### src/rtl/gray_rect_fill_packed_framebuffer_defines.svh
// ----------------------------------------------------------------------------
// Assertion macros for the packed gray frame buffer.
// The macros wrap concurrent checks that are clocked on the rising edge and
// disabled while reset is high.
// ----------------------------------------------------------------------------
`ifndef GRAY_RECT_FILL_PACKED_FRAMEBUFFER_DEFINES_SVH
`define GRAY_RECT_FILL_PACKED_FRAMEBUFFER_DEFINES_SVH

// The consequent must hold in the same cycle as the antecedent.
`define GRFB_ASSERT_IMPL(lbl, clk, rst, ante, cons) \
   lbl: assert property (@(posedge clk) disable iff (rst) (ante) |-> (cons)) \
      else $error("grfb: same-cycle check failed");

// The consequent must hold in the cycle after the antecedent.
`define GRFB_ASSERT_NEXT(lbl, clk, rst, ante, cons) \
   lbl: assert property (@(posedge clk) disable iff (rst) (ante) |=> (cons)) \
      else $error("grfb: next-cycle check failed");

`endif

### src/rtl/grfb_pkg.sv
// ----------------------------------------------------------------------------
// grfb_pkg
// Screen geometry, field widths and the command and status bundles shared by
// the controller and the datapath of the packed gray frame buffer.
// ----------------------------------------------------------------------------
`default_nettype none

package grfb_pkg;

   // Screen geometry.
   localparam int SCREEN_WIDTH  = 256;
   localparam int SCREEN_HEIGHT = 64;
   localparam int WORDS_PER_ROW = (SCREEN_WIDTH + 3) / 4;
   localparam int STORE_DEPTH   = WORDS_PER_ROW * SCREEN_HEIGHT;
   localparam int ADDR_W        = (STORE_DEPTH > 1) ? $clog2(STORE_DEPTH) : 1;

   // Field widths.
   localparam int COORD_W = 10;
   localparam int RGB_W   = 24;
   localparam int GRAY_W  = 4;
   localparam int WORD_W  = 16;

   // Function codes.
   localparam logic FUNC_FILL = 1'b0;
   localparam logic FUNC_READ = 1'b1;

   // Commands from the controller to the datapath.
   typedef struct packed {
      logic clear;      // write zero at the clearing address and step it
      logic load;       // capture the incoming transaction
      logic mem_rd;     // read the word of the current pixel
      logic mem_wr;     // write the merged word of the current pixel
      logic advance;    // step to the next pixel of the rectangle
      logic rsp_load;   // load the result register
   } grfb_cmd_type;

   // Status from the datapath to the controller.
   typedef struct packed {
      logic clear_last;  // clearing address is at the last word
      logic req_read;    // incoming transaction is a pixel read
      logic req_skip;    // incoming transaction touches no pixel
      logic is_read;     // captured transaction is a pixel read
      logic last_pixel;  // current pixel is the last one of the rectangle
      logic rsp_busy;    // result register is full and not being taken
   } grfb_status_type;

endpackage

`default_nettype wire

### src/rtl/grfb_ctrl.sv
// ----------------------------------------------------------------------------
// grfb_ctrl
// Controller of the packed gray frame buffer: clearing pass after reset,
// transaction intake, read-modify-write sweep of a rectangle and result hand-off.
// ----------------------------------------------------------------------------
`default_nettype none

module grfb_ctrl (
   input  wire logic                      clock,
   input  wire logic                      reset,
   input  wire logic                      req_valid,
   output logic                           req_ready,
   input  wire grfb_pkg::grfb_status_type st,
   output grfb_pkg::grfb_cmd_type         cmd
);

   typedef enum logic [4:0] {
      ST_CLEAR = 5'b00001,
      ST_IDLE  = 5'b00010,
      ST_RD    = 5'b00100,
      ST_WR    = 5'b01000,
      ST_DONE  = 5'b10000
   } state_type;

   state_type state_ff;
   state_type state_in;

   // Next state and command decode.
   always_comb begin
      state_in  = state_ff;
      cmd       = '0;
      req_ready = 1'b0;
      unique case (state_ff)
         ST_CLEAR: begin
            cmd.clear = 1'b1;
            if (st.clear_last) begin
               state_in = ST_IDLE;
            end
         end
         ST_IDLE: begin
            req_ready = 1'b1;
            if (req_valid) begin
               cmd.load = 1'b1;
               state_in = st.req_skip ? ST_DONE : ST_RD;
            end
         end
         ST_RD: begin
            cmd.mem_rd = 1'b1;
            state_in   = st.is_read ? ST_DONE : ST_WR;
         end
         ST_WR: begin
            cmd.mem_wr  = 1'b1;
            cmd.advance = 1'b1;
            state_in    = st.last_pixel ? ST_DONE : ST_RD;
         end
         ST_DONE: begin
            if (!st.rsp_busy) begin
               cmd.rsp_load = 1'b1;
               state_in     = ST_IDLE;
            end
         end
         default: begin
            state_in = ST_CLEAR;
         end
      endcase
   end

   // State register.
   always_ff @(posedge clock) begin
      if (reset) begin
         state_ff <= ST_CLEAR;
      end else begin
         state_ff <= state_in;
      end
   end

endmodule

`default_nettype wire

### config.mk
export PLATFORM = sky130hd
export DESIGN_NAME = grfb_ctrl
export DESIGN_NICKNAME = d
export VERILOG_FILES = /design/src/rtl/gray_rect_fill_packed_framebuffer_defines.svh /design/src/rtl/grfb_pkg.sv /design/src/rtl/grfb_ctrl.sv
export SDC_FILE = /design/constraint.sdc
export NUM_CORES = 1
export LEC_CHECK = 0
export BUFFER_PORTS_ARGS = -buffer_cell sky130_fd_sc_hd__buf_2
export CAP_MARGIN = 20
export CORE_AREA = 5 5 42 44
export CTS_CLUSTER_DIAMETER = 120
export CTS_CLUSTER_SIZE = 10
export DETAILED_ROUTE_END_ITERATION = 12
export DIE_AREA = 0 0 47 49
export HOLD_SLACK_MARGIN = 0.05
export PLACE_DENSITY_LB_ADDON = 0.08
export SYNTH_ARGS = -nofsm -noshare
export SYNTH_HDL_FRONTEND = slang
export SYNTH_SLANG_ARGS = --single-unit
### constraint.sdc
create_clock -name clock -period 1.8 [get_ports clock]
set_clock_uncertainty 0.1 [all_clocks]
set_input_delay 0.09 -clock clock [delete_from_list [all_inputs] [get_ports clock]]
set_output_delay 0.09 -clock clock [all_outputs]
set_load 0.02 [all_outputs]
After elaboration in Yosys (flattened, before gate mapping)
Index checks and enable logic that the tools add are counted.
Widths: inputs -> output; s select.
{"block": "totals", "elab_cells": 25, "in_bits": 9, "ff_bits": 5, "output_inout_bits": 7}
{"block": "op_classes", "reduce_logical": 1, "n_eq_ne": 8, "n_mux": 15}
{"operator": "$mux 5", "n": 6}
{"operator": "$pmux 5 s5", "n": 1}
{"operator": "$mux 1", "n": 7}
{"operator": "$ne 2x2->1 const B", "n": 3}
{"operator": "$eq 5x1->1 const B", "n": 1}
{"operator": "$eq 5x2->1 const B", "n": 1}
{"operator": "$eq 5x3->1 const B", "n": 1}
{"operator": "$eq 5x4->1 const B", "n": 1}
{"operator": "$eq 5x5->1 const B", "n": 1}
{"operator": "$reduce_and 3->1", "n": 1}
{"operator": "$mux 2", "n": 1}

Depth between registers and ports, before layout
Gate-level depths: netlist of run 1.
{"block": "depth", "ltp_word": 3, "depth_mapped": 5, "depth_no_buf": 4}

Least setup slack after synthesis of run 1
Ideal clock, no wire load.
{"block": "synth_path", "path_kind": "register -> register", "start": "reg state_ff[1]", "end": "reg state_ff[0]", "path_stages_with_launch": 6, "path_buffers": 1, "synth_period_minus_slack_ns": 1.415, "setup_ns": 0.120, "arrival_ns": 1.195, "slack_ns": 0.385, "required_time_ns": 1.580, "cell_sequence": "dfxtp_1 -> buf_4 -> nor3_2 -> and3b_2 -> nor3_2 -> a211o_1"}
{"block": "synth_via", "elab_chain_cells": 3, "word_cells_on_any_way": 10, "cone_classes": "8 x eq/ne; 1 x mux; 1 x reduce/logical"}
{"item": "start, declared", "line_no": "grfb_ctrl.sv:25", "rtl": "state_type state_ff;"}
{"item": "start signal, assigned", "line_no": "grfb_ctrl.sv:73", "rtl": "state_ff <= state_in;"}
{"item": "$eq 5x1->1, or another cell as far along", "line_no": "grfb_ctrl.sv:33", "rtl": "unique case (state_ff)"}
{"item": "$ne 2x2->1 (no source line)"}
{"item": "$reduce_and 3->1 (no source line)"}
Several ways; a longest one is shown, not always the timed one.
A chain may end at the register's enable or synchronous reset.

==> results of run 1 <==
==> per-layer routing <==
metal,GRT usage,part of all wire,vias up
li1,-,-,208
met2,0.1109,0.39,13
met3,0.02583,0.093,4
met4,0.05530,0.017,0
met5,0,0,-
met1,0.1204,0.50,174
==> worst max-delay path by stage <==
stage | to | start | cells after the start | slack, ps
floorplan | state_ff[0] | state_ff[1] | 5 | 390
global placement | state_ff[1] | state_ff[0] | 4 | 250
detailed placement | state_ff[1] | state_ff[0] | 4 | 290
CTS | cmd[0] | state_ff[0] | 4 | 150
global route | cmd[0] | state_ff[0] | 4 | 30
finish | cmd[0] | state_ff[0] | 4 | 160
==> placed cells by master, fill, tap and decap left out, types with 2 or more instances in the layout <==
cell type      synthesis  layout
nor3_2                 2       2
nor2_1                 3       3
and3b_2                2       2
nand4_1                2       2
clkbuf_4               0       3
dlygate4sd3_1          0       2
and3_1                 2       2
nor3b_1                2       2
nor3_1                 3       3
buf_2                  0      14
inv_1                  3       3
nand4b_1               2       2
dfxtp_1                5       5
==> through the flow <==
stage	instances	hold WS [ps]
3_3_place_gp	73	179.9
5_1_grt	79	175.7
6_report	79	135.3
2_1_floorplan	46	60.59
4_1_cts	79	133.7
3_5_place_dp	73	184.0
==> cells by family (layout without fill, tap and decap cells) <==
| group | after synthesis | count (layout) |
|---|---|---|
| and+or+nand+nor | 25 | 25 |
| AOI/OAI and AO/OA | 9 | 9 |
| buffers and inverters | 6 | 23 |
| DFF | 5 | 5 |
| xor gates and xnor gates | 1 | 1 |
==> what timing repair did <==
item	in CTS	in global routing
setup buffers	0	0
endpoints found under the hold margin	4	0
hold buffers	2	0
endpoints found under the setup margin	0	0
==> area by class of cell <==
type,instances,area [um^2]
fillers,163,889.6
multi-input cells,35,264.0
flip-flops and latches,5,100.1
repair buffers,16,90.09
clock buffers,4,26.28
well taps,16,20.02
inverters,3,11.26
==> worst min-delay path, delay by kind of cell <==
family	cells	cell delay, ps
and+or+nand+nor	1	140
buffers and inverters	1	100
AOI/OAI and AO/OA	1	100
==> power groups by stage <==
| stage | Clock (mW) | Combinational, mW | Sequential, mW |
|---|---|---|---|
| after floorplan | 0 | 0.269 | 0.147 |
| after global placement | 0 | 0.264 | 0.193 |
| after detailed placement | 0 | 0.262 | 0.189 |
| after CTS | 0.133 | 0.266 | 0.187 |
| after global routing | 0.142 | 0.296 | 0.196 |
| final | 0.131 | 0.262 | 0.187 |
==> run_results.csv, run 1 <==
group,metric,value,unit
run_status,status,"completed",
global_route,antenna_found_initial,0,
setup_path,start_kind,"register",
sta,period_minus_slack,1644,ps
cells_and_area,largest_reg_flops,5,
setup_path,crit_path_max_incr_delay,410,ps
synthesis,synth_fa_ha_area_frac,0,
pwr,clock_power_share,0.225,
synthesis,synthesis.nets,55,
place,placed_area,465.4,um^2
cells_and_area,area_growth,27.41,%
pwr,p_leak,0.2324,nW
drt,route.detailed.drc,0,
drt,firstDrtPassIters,4,
min_path,holdPathStages,3,
floorplan,dieArea,0.002303,mm^2
place,place.gp.congestion,0.7393,
sta,rsz0062_at_grt,"false",
global_route,first_global_vias,361,
sta,setup_tns,0,ps
synthesis,yosysWarnings,0,
cts,clk_pin_slew_worst_paths,40,ps
cells_and_area,reg_top3,"state_ff x5",
sta,max_freq,608.3,MHz
pwr,power.switching,244.2,uW
sta,hold_viol_final,0,
sta,slew_violations,0,
drt,vias,399,
drt,ant_nets,0,
min_path,hp-start,"st[0]",
place,port_buffers,14,
min_path,min_to,"state_ff[4]",
cts,clock-root-buffer,"clkbuf_4",
cts,insertion_delay,240,ps
sta,finalCritPeriodShare,0.9133,
cts,cts_buffers,3,
drt,avgRoutedWirePerCell,11.58,um
synthesis,netlist.area_leader.share,0.2492,
floorplan,die_width,47,um
synthesis,syn_area_per_cell,8.731,um^2
sta,worst_pin_slew,357.7,ps
synthesis,synthesis.area,401.6,um^2
global_route,grt_max_degree,12,
synthesis,synthTopCellsByArea,"dfxtp_1, and3b_2, nor3_2, nand4b_1, o32ai_2",
place,hpwl,716.4,um
synthesis,synth_simple_gate_area_frac,0.4424,
global_route,grt_pass1_wl,1469,um
setup_path,r2r-end,"state_ff[0]",
run,max_cap_violations,0,
synthesis,ys_top_cells_by_count,"dfxtp_1, inv_1, nor2_1, nor3_1",
synthesis,synth_top_family_by_area,"simple AND/OR/NAND/NOR gates",
setup_path,cp_slowest_cell,"dfxtp_1",
cts,cts_tree,"yes",
pwr,p_total,580.1,uW
setup_path,crit_required,1610,ps
floorplan,core-area,0.001401,mm^2
synthesis,synthCells,46,
pwr,p_int,336.0,uW
cells_and_area,drive_gt1_frac,0.3968,
cts,cts_sinks,5,
min_path,hold_class,"input pin to register",
synthesis,synth-xor-area-share,0.02181,
pwr,p_per_area,1134,mW/mm^2
setup_path,worstRegToRegCells,4,
cts,cts_resized,0,
setup_path,cp_max_fo,11,
synthesis,synthArstFlopShare,0,
synthesis,ys_seq_elements,5,
setup_path,crit_arrival,1450,ps
drt,routed_wl,915,um
cells_and_area,diodes,0,
cells_and_area,finish.instance_area,511.7,um^2
sta,finalSetupViolCount,0,
setup_path,timing.critical_path.buf_inv,1,
floorplan,io-pin-count,16,
synthesis,synth_top_flop_cell,"dfxtp_1",
pwr,p_comb_frac,0.452,
global_route,grt_use_total,0.08650,
global_route,gr-total-overflow,0,
floorplan,initial_utilization,0.2866,
floorplan,placementRows,14,
setup_path,cp-end-kind,"output pin",
setup_path,crit_type,"register to output pin",
setup_path,reg2reg_from,"state_ff[0]",
synthesis,synth_compound_area_frac,0.1931,
cells_and_area,largest_register,"state_ff",
synthesis,yosysUniqueCellTypes,29,
sta,max_slew_margin,0.7612,
pwr,p_seq_frac,0.323,
cells_and_area,fin_util,0.3652,
cells_and_area,layout.nets,73,
place,post-place-ws,292.1,ps
cts,clock_path_buffers,2,
synthesis,muxShareOfSynthArea,0,
setup_path,r2r_setup_slack,290,ps
pwr,ir_worst_vdd,0.4802,mV
pwr,switching_share,0.4209,
drt,drt_iter0_drc,12,
synthesis,synth_edf_count,0,
synthesis,yosys.area.top_type,"dfxtp_1",
setup_path,crit_path_cell_trace,"nor3_2 > and3b_2 > nor2b_1 > buf_2",
synthesis,post-synth-top-count-cell,"dfxtp_1",
floorplan,die_h,49,um
setup_path,cp_top_family,"simple AND/OR/NAND/NOR gates",
cts,cts.htree.levels,1,
drt,vias_per_cell,5.051,
sta,setup_slack,156.0,ps
synthesis,synth-seq-area-share,0.2492,
Note: power is estimated with default switching activity, not from simulation.
==> run 2: changes to the inputs <==
--- a/config.mk
+++ b/config.mk
@@ -5,6 +5,7 @@
 export SDC_FILE = /design/constraint.sdc
 export NUM_CORES = 1
 export LEC_CHECK = 0
+export ABC_AREA = 1
 export BUFFER_PORTS_ARGS = -buffer_cell sky130_fd_sc_hd__buf_2
 export CAP_MARGIN = 20
 export CORE_AREA = 5 5 42 44
==> run_results.csv, run 2 <==
group,metric,value,unit
run_status,status,"completed",
cts,cts.htree.levels,1,
sta,period_minus_slack,1579,ps
synthesis,synth_top_flop_cell,"dfxtp_1",
global_route,antenna_found_initial,0,
cts,clock-root-buffer,"clkbuf_4",
setup_path,start_kind,"register",
pwr,p_total,388.5,uW
cells_and_area,final_cell_mix,"buf_2, inv_1, nor2_1",
setup_path,cp-end-kind,"register",
drt,route.detailed.drc,0,
synthesis,synthCells,54,
synthesis,yosysWarnings,0,
cells_and_area,fillers,166,
cells_and_area,diodes,0,
setup_path,reg2reg_from,"state_ff[2]",
sta,slew_violations,0,
floorplan,placementRows,14,
setup_path,crit_required,1880,ps
synthesis,synthArstFlopShare,0,
min_path,hold_class,"input pin to register",
synthesis,syn_area_per_cell,6.465,um^2
sta,max_freq,633.1,MHz
sta,setup_slack,220.6,ps
cells_and_area,layout.nets,84,
drt,met3_length,85,um
min_path,min_to,"state_ff[2]",
drt,top_layer_used,"met4",
drt,firstDrtPassIters,2,
place,hpwl,705.1,um
place,placed_area,431.7,um^2
cells_and_area,multiInputGateArea,188.9,um^2
global_route,grt_use_total,0.08239,
cells_and_area,final_common_cell,"buf_2",
floorplan,core-area,0.001401,mm^2
sta,setup_tns,0,ps
pwr,ir_worst_vdd,0.3143,mV
pwr,p_leak,0.2802,nW
cells_and_area,reg_top3,"state_ff x5",
drt,routed_wl,814,um
global_route,first_global_vias,347,
cts,clock_path_buffers,2,
global_route,gr-total-overflow,0,
min_path,hp-start,"st[3]",
floorplan,initial_utilization,0.2491,
cells_and_area,largest_register,"state_ff",
sta,finalSetupViolCount,0,
setup_path,r2r_setup_slack,220,ps
sta,rsz0062_at_grt,"false",
cts,cts_buffers,3,
synthesis,synth-seq-area-share,0.2867,
synthesis,synth_edf_count,0,
synthesis,synthesis.nets,63,
drt,vias,408,
setup_path,cp_max_fo,3,
sta,finalCritPeriodShare,0.8775,
place,port_buffers,14,
drt,avgRoutedWirePerCell,9.044,um
cts,clk_pin_slew_worst_paths,40,ps
synthesis,post-synth-top-count-cell,"inv_1",
floorplan,io-pin-count,16,
sta,hold_ws,55.30,ps
cells_and_area,fin_util,0.3482,
synthesis,ys_seq_elements,5,
cells_and_area,largest_reg_flops,5,
setup_path,worstRegToRegCells,5,
cells_and_area,register_area,100.1,um^2
cells_and_area,finish.instance_area,488.0,um^2
cts,cts_tree,"yes",
drt,drt_iter0_drc,1,
cells_and_area,drive_gt1_frac,0.3378,
synthesis,netlist.area_leader.share,0.2867,
drt,vias_per_cell,4.533,
global_route,grt_max_degree,9,
floorplan,dieArea,0.002303,mm^2
drt,routed-wl-met2,342,um
setup_path,r2r-end,"state_ff[3]",
run,max_cap_violations,0,
cts,post_cts_buffers,0,
min_path,holdPathStages,4,
cells_and_area,area_growth,39.78,%
synthesis,yosys.area.top_type,"dfxtp_1",
drt,wl_met1,345,um
synthesis,yosysUniqueCellTypes,16,
floorplan,die_width,47,um
drt,ant_nets,0,
pwr,p_per_area,796.2,mW/mm^2
synthesis,ys_top_cells_by_count,"inv_1, nor2_1, dfxtp_1, nand3_1, nand4_1",
cts,insertion_delay,240,ps
cells_and_area,layout.cells.non_filler,90,
synthesis,synthTopCellsByArea,"dfxtp_1, inv_1, nor2_1, nand4_1, nand3_1",
sta,hold_viol_final,0,
sta,max_slew_margin,0.8482,
sta,worst_pin_slew,227.5,ps
place,dp.cells,83,
place,place.gp.congestion,0.6885,
setup_path,crit_arrival,1660,ps
global_route,grt_pass1_wl,1324,um
cts,cts_sinks,5,
floorplan,die_h,49,um
synthesis,synthesis.area,349.1,um^2
place,post-place-ws,570.1,ps
setup_path,crit_type,"register to register",
-- run 2: cell types whose count changed in the layout (fill, tap and decap cells not counted), sizes merged, moves of 3 or more --
cell and delta:
and3 -3, inv +11, nand3 +6, nand4 +4, nor2 +11, nor3 -4
-- run 2: kinds of logic (layout without fill, tap and decap cells) --
logic type | count (synthesis) | count (layout) | synth area share
simple gates | 30 | 30 | 0.4731
buf+inv | 15 | 35 | 0.1720
flops | 5 | 5 | 0.2867
compound gates | 4 | 4 | 0.06812
-- run 2: how the worst max path moves through the flow --
stage                     start          end  depth (start not counted)  slack, ps
global placement    state_ff[1]  state_ff[2]                          6        550
detailed placement  state_ff[1]  state_ff[2]                          6        570
CTS                 state_ff[2]  state_ff[3]                          5        230
global route        state_ff[2]  state_ff[3]                          5         40
floorplan           state_ff[0]  state_ff[0]                          7        570
finish              state_ff[2]  state_ff[3]                          5        220
-- run 2: critical path, stage by stage, from the launching register on --
cell           delay (ps)
dfxtp_1               400
inv_1                  60
nor2_1                120
nand3_1               130
nor3_1                150
dlygate4sd3_1         560
-- run 2: per-layer routing --
layer | up-vias | track usage
met3 | 5 | 0.02214
met5 | - | 0
met1 | 172 | 0.09670
met4 | 0 | 0.08295
li1 | 217 | -
met2 | 14 | 0.1109
-- run 2: power breakdown --
part | internal (mW) | total (mW) | switching, mW
clock network | 0.0837 | 0.128 | 0.0439
logic | 0.0465 | 0.127 | 0.0801
registers | 0.124 | 0.134 | 0.0106
total | 0.254 | 0.389 | 0.135
-- run 2: layout make-up --
cell class                 instances  share of cell area
multi-input combinational         34              0.3872
sequential                         5              0.2051
timing repair buffer              17              0.2051
inverter                          14              0.1077
clock buffer                       4             0.05385
tap                               16             0.04103
-- run 2: what timing repair did --
item	CTS	global route
hold endpoints to repair	4	0
resized for setup	0	0
hold buffers	3	0
==> run 3: changes to the inputs <==
--- a/config.mk
+++ b/config.mk
@@ -8,13 +8,14 @@
 export ABC_AREA = 1
 export BUFFER_PORTS_ARGS = -buffer_cell sky130_fd_sc_hd__buf_2
 export CAP_MARGIN = 20
-export CORE_AREA = 5 5 42 44
+export CORE_AREA = 2 2 39 41
 export CTS_CLUSTER_DIAMETER = 120
 export CTS_CLUSTER_SIZE = 10
 export DETAILED_ROUTE_END_ITERATION = 12
-export DIE_AREA = 0 0 47 49
+export DIE_AREA = 0 0 41 43
 export HOLD_SLACK_MARGIN = 0.05
-export PLACE_DENSITY_LB_ADDON = 0.08
+export PLACE_DENSITY = 0.61
+export RECOVER_POWER = 100
 export SYNTH_ARGS = -nofsm -noshare
 export SYNTH_HDL_FRONTEND = slang
 export SYNTH_SLANG_ARGS = --single-unit
==> run_results.csv, run 3 (synthesis gave the netlist of run 2 again) <==
group,metric,value,unit
setup_path,crit_arrival,1680,ps
sta,max_freq,629.2,MHz
cts,clk_pin_slew_worst_paths,50,ps
cells_and_area,fillers,148,
setup_path,reg2reg_from,"state_ff[2]",
sta,hold_ws,59.16,ps
setup_path,crit_required,1890,ps
setup_path,r2r-end,"state_ff[3]",
drt,drt_iter0_drc,18,
pwr,p_per_area,815.4,mW/mm^2
setup_path,worstRegToRegCells,5,
cts,insertion_delay,250,ps
run,max_cap_violations,0,
pwr,ir_worst_vdd,0.2398,mV
cells_and_area,layout.cells.non_filler,90,
global_route,grt_use_total,0.1145,
global_route,antenna_found_initial,0,
cells_and_area,final_cell_mix,"inv_1, buf_2, nor2_1, clkbuf_1",
cts,clock-root-buffer,"clkbuf_4",
cells_and_area,finish.instance_area,515.5,um^2
global_route,gr-total-overflow,0,
setup_path,worstSetupStartpoint,"state_ff[2]",
setup_path,r2r_setup_slack,210,ps
drt,vias_per_cell,4.811,
floorplan,initial_utilization,0.2523,
sta,hold_viol_final,0,
cts,cts.htree.levels,1,
sta,slew_violations,0,
min_path,hp-start,"st[3]",
sta,period_minus_slack,1589,ps
cts,post_cts_buffers,0,
cells_and_area,diodes,0,
sta,rsz0062_at_grt,"false",
floorplan,die_width,41,um
drt,avgRoutedWirePerCell,10.57,um
sta,setup_tns,0,ps
drt,firstDrtPassIters,4,
setup_path,start_kind,"register",
cells_and_area,drive_gt1_frac,0.3243,
cts,cts_buffers,3,
cts,clock_path_buffers,2,
drt,route.detailed.drc,0,
drt,vias,433,
setup_path,cp-end-kind,"register",
cells_and_area,area_growth,47.67,%
place,hpwl,634.1,um
global_route,first_global_vias,374,
sta,worst_pin_slew,253.1,ps
sta,finalCritPeriodShare,0.8830,
global_route,grt_max_degree,9,
setup_path,crit_type,"register to register",
floorplan,core-area,0.001384,mm^2
place,place.gp.congestion,0.8029,
cells_and_area,largest_register,"state_ff",
cts,cts_tree,"yes",
run_status,status,"completed",
sta,max_slew_margin,0.8320,
drt,ant_nets,0,
drt,routed_wl,951,um
place,placed_area,431.7,um^2
sta,finalSetupViolCount,0,
setup_path,cp_max_fo,3,
cells_and_area,final_common_cell,"inv_1",
global_route,grt_pass1_wl,1338,um
floorplan,dieArea,0.001763,mm^2
place,port_buffers,14,
min_path,holdPathStages,4,
cts,cts_sinks,5,
floorplan,io-pin-count,16,
cells_and_area,largest_reg_flops,5,
pwr,p_total,420.3,uW
cells_and_area,layout.nets,84,
floorplan,placementRows,14,
floorplan,die_h,43,um
place,dp.cells,83,
min_path,hold_class,"input pin to register",
cells_and_area,reg_top3,"state_ff x5",
pwr,p_leak,0.2592,nW
min_path,min_to,"state_ff[2]",
run 3: repair_timing:
action	in CTS	in global routing
setup endpoints to repair	0	1
gates resized for setup	0	15
hold endpoints to repair	4	0
hold buffers	4	0
run 3: power by group:
part | internal (mW) | switching [mW] | total, mW
clock | 0.0839 | 0.0473 | 0.131
sequential | 0.126 | 0.0178 | 0.144
combinational | 0.0504 | 0.0946 | 0.145
total | 0.261 | 0.160 | 0.420
run 3: stage by stage:
step | utilization | setup WS, ps
4_1_cts | 0.3599 | 60.21
3_3_place_gp | 0.3119 | 599.5
2_1_floorplan | - | 571.9
5_1_grt | 0.3725 | 108.7
3_5_place_dp | 0.3119 | 574.6
6_report | 0.3725 | 210.6
run 3: metal layers:
metal,global-route usage,routed length [um],part of all wire
met5,0,0,0
met2,0.1719,509,0.54
met4,0.1000,31,0.033
met1,0.1222,351,0.37
met3,0.03141,59,0.062
run 3: cell type report:
| cell class | instances | area [um^2] | area share |
|---|---|---|---|
| multi-input cells | 34 | 220.2 | 0.4272 |
| repair buffers | 17 | 92.59 | 0.1796 |
| inverters | 14 | 52.55 | 0.1019 |
| well taps | 16 | 20.02 | 0.03883 |
| flip-flops and latches | 5 | 103.9 | 0.2015 |
| clock buffers | 4 | 26.28 | 0.05097 |
run 3: worst max path at each step:
stage | end | cells past startpoint
final | state_ff[3] | 5
after global routing | state_ff[3] | 5
after CTS | state_ff[2] | 7
after detailed placement | state_ff[4] | 6
after global placement | state_ff[2] | 6
after floorplan | state_ff[0] | 7
run 3: worst max-delay path: stages (launching register included):
cell,delay (ps)
dfxtp_1,410
inv_1,60
nor2_1,130
nand3_1,130
nor3_1,150
dlygate4sd3_1,560
